--- config.mk ---
export PLATFORM = sky130hd
export DESIGN_NAME = header_crc8_frame_sync
export DESIGN_NICKNAME = d
export VERILOG_FILES = /design/src/design/hcfs_pkg.sv /design/src/design/hcfs_cell.sv /design/src/design/hcfs_drain.sv /design/src/design/header_crc8_frame_sync.sv
export SDC_FILE = /design/constraint.sdc
export NUM_CORES = 1
export LEC_CHECK = 0
export ABC_CLOCK_PERIOD_IN_PS = 10800
export BUFFER_PORTS_ARGS = -buffer_cell sky130_fd_sc_hd__buf_4
export CORE_MARGIN = 3
export CORE_UTILIZATION = 57
export CTS_CLUSTER_DIAMETER = 100
export DETAILED_ROUTE_END_ITERATION = 8
export PLACE_DENSITY_LB_ADDON = 0.1
export SETUP_SLACK_MARGIN = 0.2
export SLEW_MARGIN = 15
export SYNTH_ARGS = -nofsm -noshare
export SYNTH_HDL_FRONTEND = slang
export SYNTH_SLANG_ARGS = --single-unit
--- constraint.sdc ---
create_clock -name clk_i -period 10.8 [get_ports clk_i]
set_clock_uncertainty 0.05 [all_clocks]
set_input_delay 1.08 -clock clk_i [delete_from_list [all_inputs] [get_ports clk_i]]
set_output_delay 1.08 -clock clk_i [all_outputs]
set_load 0.01 [all_outputs]
--- src/design/hcfs_pkg.sv ---
`default_nettype none

package hcfs_pkg;

  // frame layout
  localparam int FRAME_BYTES = 21;
  localparam int SYNC_LEN    = 4;
  localparam int NCELLS      = FRAME_BYTES - 1;
  localparam int PAYLOAD_LEN = FRAME_BYTES - SYNC_LEN - 1;

  // counter and field widths
  localparam int FILL_W = $clog2(NCELLS + 1);
  localparam int CNT_W  = $clog2(PAYLOAD_LEN + 1);
  localparam int IDX_W  = 6;

  // sync word and crc polynomial
  localparam logic [7:0] SYNC0    = 8'hA1;
  localparam logic [7:0] SYNC1    = 8'hA2;
  localparam logic [7:0] SYNC2    = 8'hA3;
  localparam logic [7:0] SYNC3    = 8'hA4;
  localparam logic [7:0] CRC_POLY = 8'h07;

  // one cell of the window: a held byte and the crc from it to the newest byte
  typedef struct packed {
    logic [7:0] data;
    logic [7:0] crc;
  } cell_t;

  // payload bytes of one frame, oldest in entry zero
  typedef logic [PAYLOAD_LEN-1:0][7:0] payload_t;

  // one byte through the msb-first crc-8
  function automatic logic [7:0] crc8_byte(input logic [7:0] crc, input logic [7:0] d);
    logic [7:0] c;
    c = crc ^ d;
    for (int b = 0; b < 8; b++) begin
      if (c[7]) begin
        c = {c[6:0], 1'b0} ^ CRC_POLY;
      end else begin
        c = {c[6:0], 1'b0};
      end
    end
    return c;
  endfunction

endpackage

`default_nettype wire

--- src/design/hcfs_cell.sv ---
`default_nettype none

module hcfs_cell (
  input  logic           clk_i,
  input  logic           en_i,
  input  hcfs_pkg::cell_t prev_i,
  input  logic [7:0]     rx_i,
  output hcfs_pkg::cell_t cell_o
);
  import hcfs_pkg::*;

  cell_t cell_q;
  cell_t cell_d;

  // take the neighbor's byte and extend its crc run by the newest byte
  always_comb begin
    cell_d.data = prev_i.data;
    cell_d.crc  = crc8_byte(prev_i.crc, rx_i);
  end

  always_ff @(posedge clk_i) begin
    if (en_i) begin
      cell_q <= cell_d;
    end
  end

  assign cell_o = cell_q;

endmodule

`default_nettype wire

--- src/design/hcfs_drain.sv ---
`default_nettype none

module hcfs_drain (
  input  logic                clk_i,
  input  logic                rst_ni,
  input  logic                load_i,
  input  hcfs_pkg::payload_t  payload_i,
  output logic                empty_o,
  output logic                m_axis_tvalid,
  input  logic                m_axis_tready,
  output logic [15:0]         m_axis_tdata,  // [7:0] payload_byte, [13:8] payload_index
  output logic                m_axis_tlast   // last_of_frame
);
  import hcfs_pkg::*;

  payload_t                 buf_q, buf_d;
  logic [CNT_W-1:0]         cnt_q, cnt_d;
  logic [IDX_W-1:0]         idx_q, idx_d;
  logic                     pop;

  assign pop = m_axis_tvalid && m_axis_tready;

  // load a whole frame, then shift one payload byte out per taken item
  always_comb begin
    buf_d = buf_q;
    cnt_d = cnt_q;
    idx_d = idx_q;
    if (load_i) begin
      buf_d = payload_i;
      cnt_d = CNT_W'(PAYLOAD_LEN);
      idx_d = '0;
    end else if (pop) begin
      for (int k = 0; k < PAYLOAD_LEN - 1; k++) begin
        buf_d[k] = buf_q[k+1];
      end
      cnt_d = cnt_q - CNT_W'(1);
      idx_d = idx_q + IDX_W'(1);
    end
  end

  always_ff @(posedge clk_i or negedge rst_ni) begin
    if (!rst_ni) begin
      cnt_q <= '0;
      idx_q <= '0;
    end else begin
      cnt_q <= cnt_d;
      idx_q <= idx_d;
    end
  end

  always_ff @(posedge clk_i) begin
    buf_q <= buf_d;
  end

  // output item straight from the buffer head
  assign empty_o       = (cnt_q == '0);
  assign m_axis_tvalid = !empty_o;
  assign m_axis_tdata  = {2'b00, idx_q, buf_q[0]};
  assign m_axis_tlast  = (cnt_q == CNT_W'(1));

endmodule

`default_nettype wire

--- src/design/header_crc8_frame_sync.sv ---
// header_crc8_frame_sync: finds frames in a received byte stream.
// Input: s_axis carries one raw byte per item in tdata[7:0]. Output: m_axis
// carries one payload byte per item, with its position in tdata[13:8] and
// tlast on the final payload byte of the frame.
// A frame is 21 bytes: sync word A1 A2 A3 A4, 16 payload bytes, and a CRC-8
// (poly 0x07, init 0) over the preceding 20 bytes. The window is a row of 20
// cells; each holds a byte and the crc from that byte to the newest, so a
// frame is checked in the cycle its last byte arrives.
// Latency: the first payload item is valid the cycle after the edge that
// accepts the crc byte; the 16 items then leave at one per cycle while
// m_axis_tready is high.
// Throughput: one byte per cycle while searching. While payload items of a
// found frame are pending, s_axis_tready is low, so input stalls until all
// 16 payload items are taken; a stalled receiver lengthens that stall.
// Reset clears the fill count and any pending payload; the window bytes are
// not cleared and are ignored until refilled. After a good frame the window
// starts empty; after a failed check the search slides on by one byte.
`default_nettype none

module header_crc8_frame_sync (
  input  logic        clk_i,
  input  logic        rst_ni,
  input  logic        s_axis_tvalid,
  output logic        s_axis_tready,
  input  logic [7:0]  s_axis_tdata,   // [7:0] rx_byte
  output logic        m_axis_tvalid,
  input  logic        m_axis_tready,
  output logic [15:0] m_axis_tdata,   // [7:0] payload_byte, [13:8] payload_index
  output logic        m_axis_tlast    // last_of_frame
);
  import hcfs_pkg::*;

  cell_t             cells [NCELLS];
  cell_t             head;
  logic              accept;
  logic              full;
  logic              frame_ok;
  logic              empty;
  logic [FILL_W-1:0] fill_q, fill_d;
  payload_t          payload;

  assign accept = s_axis_tvalid && s_axis_tready;
  assign s_axis_tready = empty;

  // row of window cells, newest at cell zero
  assign head.data = s_axis_tdata;
  assign head.crc  = '0;

  for (genvar i = 0; i < NCELLS; i++) begin : g_cell
    if (i == 0) begin : g_first
      hcfs_cell u_cell (
        .clk_i  (clk_i),
        .en_i   (accept),
        .prev_i (head),
        .rx_i   (s_axis_tdata),
        .cell_o (cells[i])
      );
    end else begin : g_next
      hcfs_cell u_cell (
        .clk_i  (clk_i),
        .en_i   (accept),
        .prev_i (cells[i-1]),
        .rx_i   (s_axis_tdata),
        .cell_o (cells[i])
      );
    end
  end

  // frame check against the incoming crc byte
  assign full     = (fill_q == FILL_W'(NCELLS));
  assign frame_ok = full
                 && (cells[NCELLS-1].data == SYNC0)
                 && (cells[NCELLS-2].data == SYNC1)
                 && (cells[NCELLS-3].data == SYNC2)
                 && (cells[NCELLS-4].data == SYNC3)
                 && (cells[NCELLS-1].crc == s_axis_tdata);

  // payload bytes in arrival order
  always_comb begin
    for (int k = 0; k < PAYLOAD_LEN; k++) begin
      payload[k] = cells[NCELLS-1-SYNC_LEN-k].data;
    end
  end

  // fill count: empties on a good frame, saturates when the window is full
  always_comb begin
    fill_d = fill_q;
    if (accept) begin
      if (frame_ok) begin
        fill_d = '0;
      end else if (!full) begin
        fill_d = fill_q + FILL_W'(1);
      end
    end
  end

  always_ff @(posedge clk_i or negedge rst_ni) begin
    if (!rst_ni) begin
      fill_q <= '0;
    end else begin
      fill_q <= fill_d;
    end
  end

  // payload output buffer
  hcfs_drain u_drain (
    .clk_i         (clk_i),
    .rst_ni        (rst_ni),
    .load_i        (accept && frame_ok),
    .payload_i     (payload),
    .empty_o       (empty),
    .m_axis_tvalid (m_axis_tvalid),
    .m_axis_tready (m_axis_tready),
    .m_axis_tdata  (m_axis_tdata),
    .m_axis_tlast  (m_axis_tlast)
  );

  // input is held off while payload items are pending
  a_no_overlap: assert property (@(posedge clk_i) disable iff (!rst_ni)
    s_axis_tready |-> !m_axis_tvalid)
    else $error("input ready while payload pending");

  // a frame's last item leaves the buffer empty
  a_last_empties: assert property (@(posedge clk_i) disable iff (!rst_ni)
    (m_axis_tvalid && m_axis_tready && m_axis_tlast) |=> !m_axis_tvalid)
    else $error("payload pending after last item");

  // every frame starts at payload index zero
  a_first_index: assert property (@(posedge clk_i) disable iff (!rst_ni)
    $rose(m_axis_tvalid) |-> (m_axis_tdata[13:8] == '0))
    else $error("frame does not start at index zero");

  // fill count never passes the window depth
  a_fill_range: assert property (@(posedge clk_i) disable iff (!rst_ni)
    fill_q <= FILL_W'(NCELLS))
    else $error("fill count out of range");

endmodule

`default_nettype wire
### Word-level counts from Yosys, hierarchy flattened

Cells that the tools add are included.

* flip-flop bits (word level): 464
* input port bits: 12
* output and inout bits: 19
* word-level logic and storage cells: 449

* add/sub/neg operators: 3
* equality and inequality tests: 8
* multiplexer cells: 168
* bitwise logic cells: 179
* reduce and logical (&&, ||, !) cells: 12

Operator list (count)
* 3-bit 2-to-1 mux: 160
* 3-bit inverter: 160
* 120-bit 2-to-1 mux: 2
* 8-bit bitwise XOR: 19
* 8-bit == test (second input constant): 4
* 5-bit 2-to-1 mux: 4
* 6-bit 2-to-1 mux: 2
* 8-bit == test: 1
* 1-bit logical AND: 8
* 6-bit by 1-bit adder with 6-bit output (second input constant): 1
* 5-bit by 1-bit adder with 5-bit output (second input constant): 1
* 5-bit by 1-bit == test with 1-bit output (second input constant): 1
* 5-bit == test (second input constant): 1
* 5-bit logical NOT: 1
* 5-bit by 1-bit subtractor with 5-bit output (second input constant): 1
* 2-bit by 1-bit inequality test with 1-bit output (second input constant): 1
* 2-bit AND reduction: 1
* 2-bit nonzero test: 1
* 1-bit logical NOT: 1

### Logic depth before layout (Yosys ltp)

* depth in word-level cells: 17
* gate-level depth with buffers: 11
* mapped depth without buffers: 8

### By module

A second synthesis with hierarchy kept.

* cell total of the unflattened synthesis: 1128
* area, all modules: 19742.7 sq um

Modules (own cells, without submodules)
* hcfs_cell: times used 20, cells each 37, area an instance 664.4 sq um, sequential area each 480.5 sq um
* hcfs_drain: times used 1, cells each 336, area an instance 5972.0 sq um, sequential area each 4119.0 sq um
* header_crc8_frame_sync: times used 1, cells each 52, area an instance 483.0 sq um, sequential area each 125.1 sq um

### Worst setup path before layout

Ideal clock, no wire load.

* path kind: input port to flip-flop
* start: input port s_axis_tvalid
* end: register u_drain.buf_q[100] (netlist name), enable pin
* data arrival time: 11.693 ns
* slack: -1.426 ns
* stages on the path: 8
* path buffers: 3
* cell sequence: nand2_1 -> inv_1 -> nand2_1 -> or2_1 -> buf_6 -> buf_6 -> buf_6 -> nand2_1

* word-level cells in the longest chain between the ends: 3

RTL lines
* start, declared: RTL line header_crc8_frame_sync.sv:23 `input logic s_axis_tvalid,`
* 1-bit logical AND: RTL line header_crc8_frame_sync.sv:42 `assign accept = s_axis_tvalid && s_axis_tready;`
* net accept: RTL line header_crc8_frame_sync.sv:35 `logic accept;`
* 1-bit logical AND: RTL line header_crc8_frame_sync.sv:109 `.load_i (accept && frame_ok),`
* 2-bit nonzero test (no source line)
* end signal, assigned: RTL line hcfs_drain.sv:52 `buf_q <= buf_d;`
* end, declared: RTL line hcfs_drain.sv:16 `payload_t buf_q, buf_d;`

The timed path passes the listed nets, and every way through them passes these cells.
A chain may end at the register's enable or synchronous reset.

### Final worst setup path

* start: register u_drain.cnt_q[0]
* end: register g_cell[10].g_next.u_cell.cell_q, in the netlist g_cell[10].g_next.u_cell.cell_o[7], enable pin

* word-level cells in the longest chain between the ends: 2

RTL lines
* start, declared: RTL line hcfs_drain.sv:17 `logic [CNT_W-1:0] cnt_q, cnt_d;`
* start signal, assigned: RTL line hcfs_drain.sv:46 `cnt_q <= cnt_d;`
* 5-bit logical NOT: RTL line hcfs_drain.sv:56 `assign empty_o = (cnt_q == '0);`
* 1-bit logical AND: RTL line header_crc8_frame_sync.sv:42
* net accept: RTL line header_crc8_frame_sync.sv:35
* end signal, assigned: RTL line hcfs_cell.sv:23 `cell_q <= cell_d;`
* end, declared: RTL line hcfs_cell.sv:12 `cell_t cell_q;`

The timed path passes the listed nets, and every way through them passes these cells.

==> out/results.ini <==
[power_and_ir_drop]
pwr-share-seq=0.523
p_leak_nw=7.73
combPwrFrac=0.138
clock_power_share=0.339
internal-power_mw=3.37
p_per_area_nw_per_um2=200
power_mw=4.43
ir_drop_mv=0.155
switching_share=0.238
power.switching_mw=1.05

[logic_synthesis]
synth_warnings=0
synth_flop_cell=edfxtp_1
yosys-top-cells-area=edfxtp_1 67%, xnor2_1 9.9%, xor2_1 8.8%, mux2_4 5.0%, mux2_2 3.0%
ys_seq_area_frac=0.690
ys_types=39
synth_edf_count=448
syn-instance-count=1143
ys_seq_elements=464
synth.largest_area_cell=edfxtp_1
synth-async-reset-ratio=0.0345
ys_top_cells_by_count=448 x edfxtp_1, 227 x xnor2_1, 201 x xor2_1
synth_top_area_share=0.670
yosysMostFrequentCell=edfxtp_1
synth_area_per_cell_um2=17.6
synth.cell_area_um2=20100

[setup_path]
cp-end-kind=flop
startpoint_type=flop
r2r_slack_ns=6.58
cp_max_fo=202
worstSetupPathType=reg2reg
critPathRequiredTime_ns=10.92
critical_path_arrival_ns=4.34

[finish]
num_antenna_cells=0
drive_gt1_frac=0.193
nNetsFinal=1214
seqCellArea_um2=13900
multiInputGateArea_um2=5930
area_delta_synth_final_pct=10.5
num-fill-cells=2500

[place]
post-place-ws_ns=6.11
finalWeightedCongestion=0.734
portBuffers=28
hpwl_um=18200

[hold_path]
hold_class=in2async

[clock_tree]
numCtsBuffers=47
cts_setup_buffers=0
clkLatencyLatePin_ns=0.55
cts_sinks=464
cts_tree=built
cts-resized-gates=0
htree_levels=2
hold_buffers=0
clock_path_buffers=3
clkTransAtPathRegs_ns=0.06
cts-root-buf=clkbuf_16

[sta]
fin_crit_ns=4.22
tightest_slew_ns=1.14
max_freq_mhz=237
drv_slew=0
setup_slack_ns=6.58
fin_setup_tns_ns=0
hold_violations=0
setup_viol=0
slew_headroom=0.242
rsz0062_at_grt=false
fin_crit_sh=0.390

[global_routing]
grt_overflow=0
grt_max_degree=203
antenna_found_initial=0
grt_pass1_vias=9289
grtUsageTotal=0.164
grt_pass1_wl_um=49600

[drt]
drt-total-wl_um=30100
drc=0
via_count=8698
first_pass_iters=4
first_iter_violations=472
wl_per_cell_um=17.8
viasPerCell=5.15
antenna_left=0

[die]
die_w_um=194
initial_utilization=0.579
dieArea_um2=37500
chipHeight_um=194
ios=31
fp-row-count=68
core-area_um2=34600

[job]
max_cap_violations=0

[outcome]
status=complete, no violations

## per-stage QoR
step	area, um^2	utilization	hold slack (ns)	std cells
floorplan	20100	-	0.367	1144
global placement	20800	0.599	0.375	1602
detailed placement	20800	0.599	0.382	1602
CTS	22200	0.641	0.305	1689
global route	22200	0.641	0.317	1689
finish	22200	0.641	0.327	1689
## final cells by class
cell class / instances / area share
clock buffers: 63 / 0.0577
clock inverters: 24 / 0.00654
inverters: 15 / 0.00271
multi-input cells: 624 / 0.267
flip-flops and latches: 464 / 0.625
well taps: 455 / 0.0257
repair buffers: 44 / 0.0155
## final timing paths
kind | depth (start not counted) | end | from
setup / recovery | 8 | g_cell[10].g_next.u_cell.cell_o[7] | u_drain.cnt_q[0]
hold / removal | 1 | u_drain.idx_q[2] | rst_ni
setup reg to reg | 8 | g_cell[10].g_next.u_cell.cell_o[7] | u_drain.cnt_q[0]
hold reg to reg | 0 | g_cell[5].g_next.u_cell.cell_o[10] | g_cell[4].g_next.u_cell.cell_o[10]
max in group asynchronous | 1 | fill_q[3] | rst_ni
min in group clk_i | 0 | g_cell[5].g_next.u_cell.cell_o[10] | g_cell[4].g_next.u_cell.cell_o[10]
## cells by family after synthesis
kind of cell | share of synthesized area
and+or+nand+nor | 0.0175
DFF | 0.690
muxes | 0.0799
adders and majority gates | 0.00374
other | 0.000187
xor gates and xnor gates | 0.188
AOI/OAI and AO/OA | 0.00330
buffers and inverters | 0.0173
## critical path, cell delays in order, from the launching register on
cell and delay, ns:
dfrtp_1 0.41, inv_1 0.10, ha_1 0.15, nor4b_4 0.26, nand2_1 0.25, clkinvlp_4 0.13, buf_4 0.53, buf_12 0.84
buf_4 0.84
## placed cells by master (no fill, tap or decap), types with 4 or more instances in the layout
cell,Yosys,layout
dfrtp_1,16,16
nand2_1,13,12
buf_4,10,43
clkinv_1,0,15
clkbuf_16,0,49
clkbuf_1,2,14
xor2_1,201,200
ha_1,6,6
inv_1,15,14
o21ai_0,4,4
nor4bb_1,4,4
nand3_1,4,4
mux2_2,53,53
xnor2_2,1,7
clkinv_2,0,6
edfxtp_1,448,448
nor2_1,11,11
nand4_1,5,5
mux2_4,67,67
xnor2_1,227,221
## flip-flops by register name (all words and copies together) (netlist names)
name,cells
u_drain.cnt_q,5
u_drain.idx_q,6
u_drain.m_axis_tdata,8
g_cell.g_next.u_cell.cell_o,304
g_cell.g_first.u_cell.cell_o,16
u_drain.buf_q,120
fill_q,5
## per-layer routing
layer  share of wire  global-route usage  wire length [um]
met1            0.44               0.216             13200
met2            0.51               0.282             15300
met3           0.032              0.0308               972
met4           0.021              0.0455               621
met5               0                   0                 0
## power by group through the flow
stage | registers, mW | clock network, mW | logic (mW)
2_1_floorplan | 2.35 | 0 | 0.474
3_3_place_gp | 2.35 | 0 | 0.613
3_5_place_dp | 2.35 | 0 | 0.622
4_1_cts | 2.32 | 1.54 | 0.626
5_1_grt | 2.33 | 1.61 | 0.679
6_report | 2.31 | 1.50 | 0.613
(Power assumes the default switching activity.)
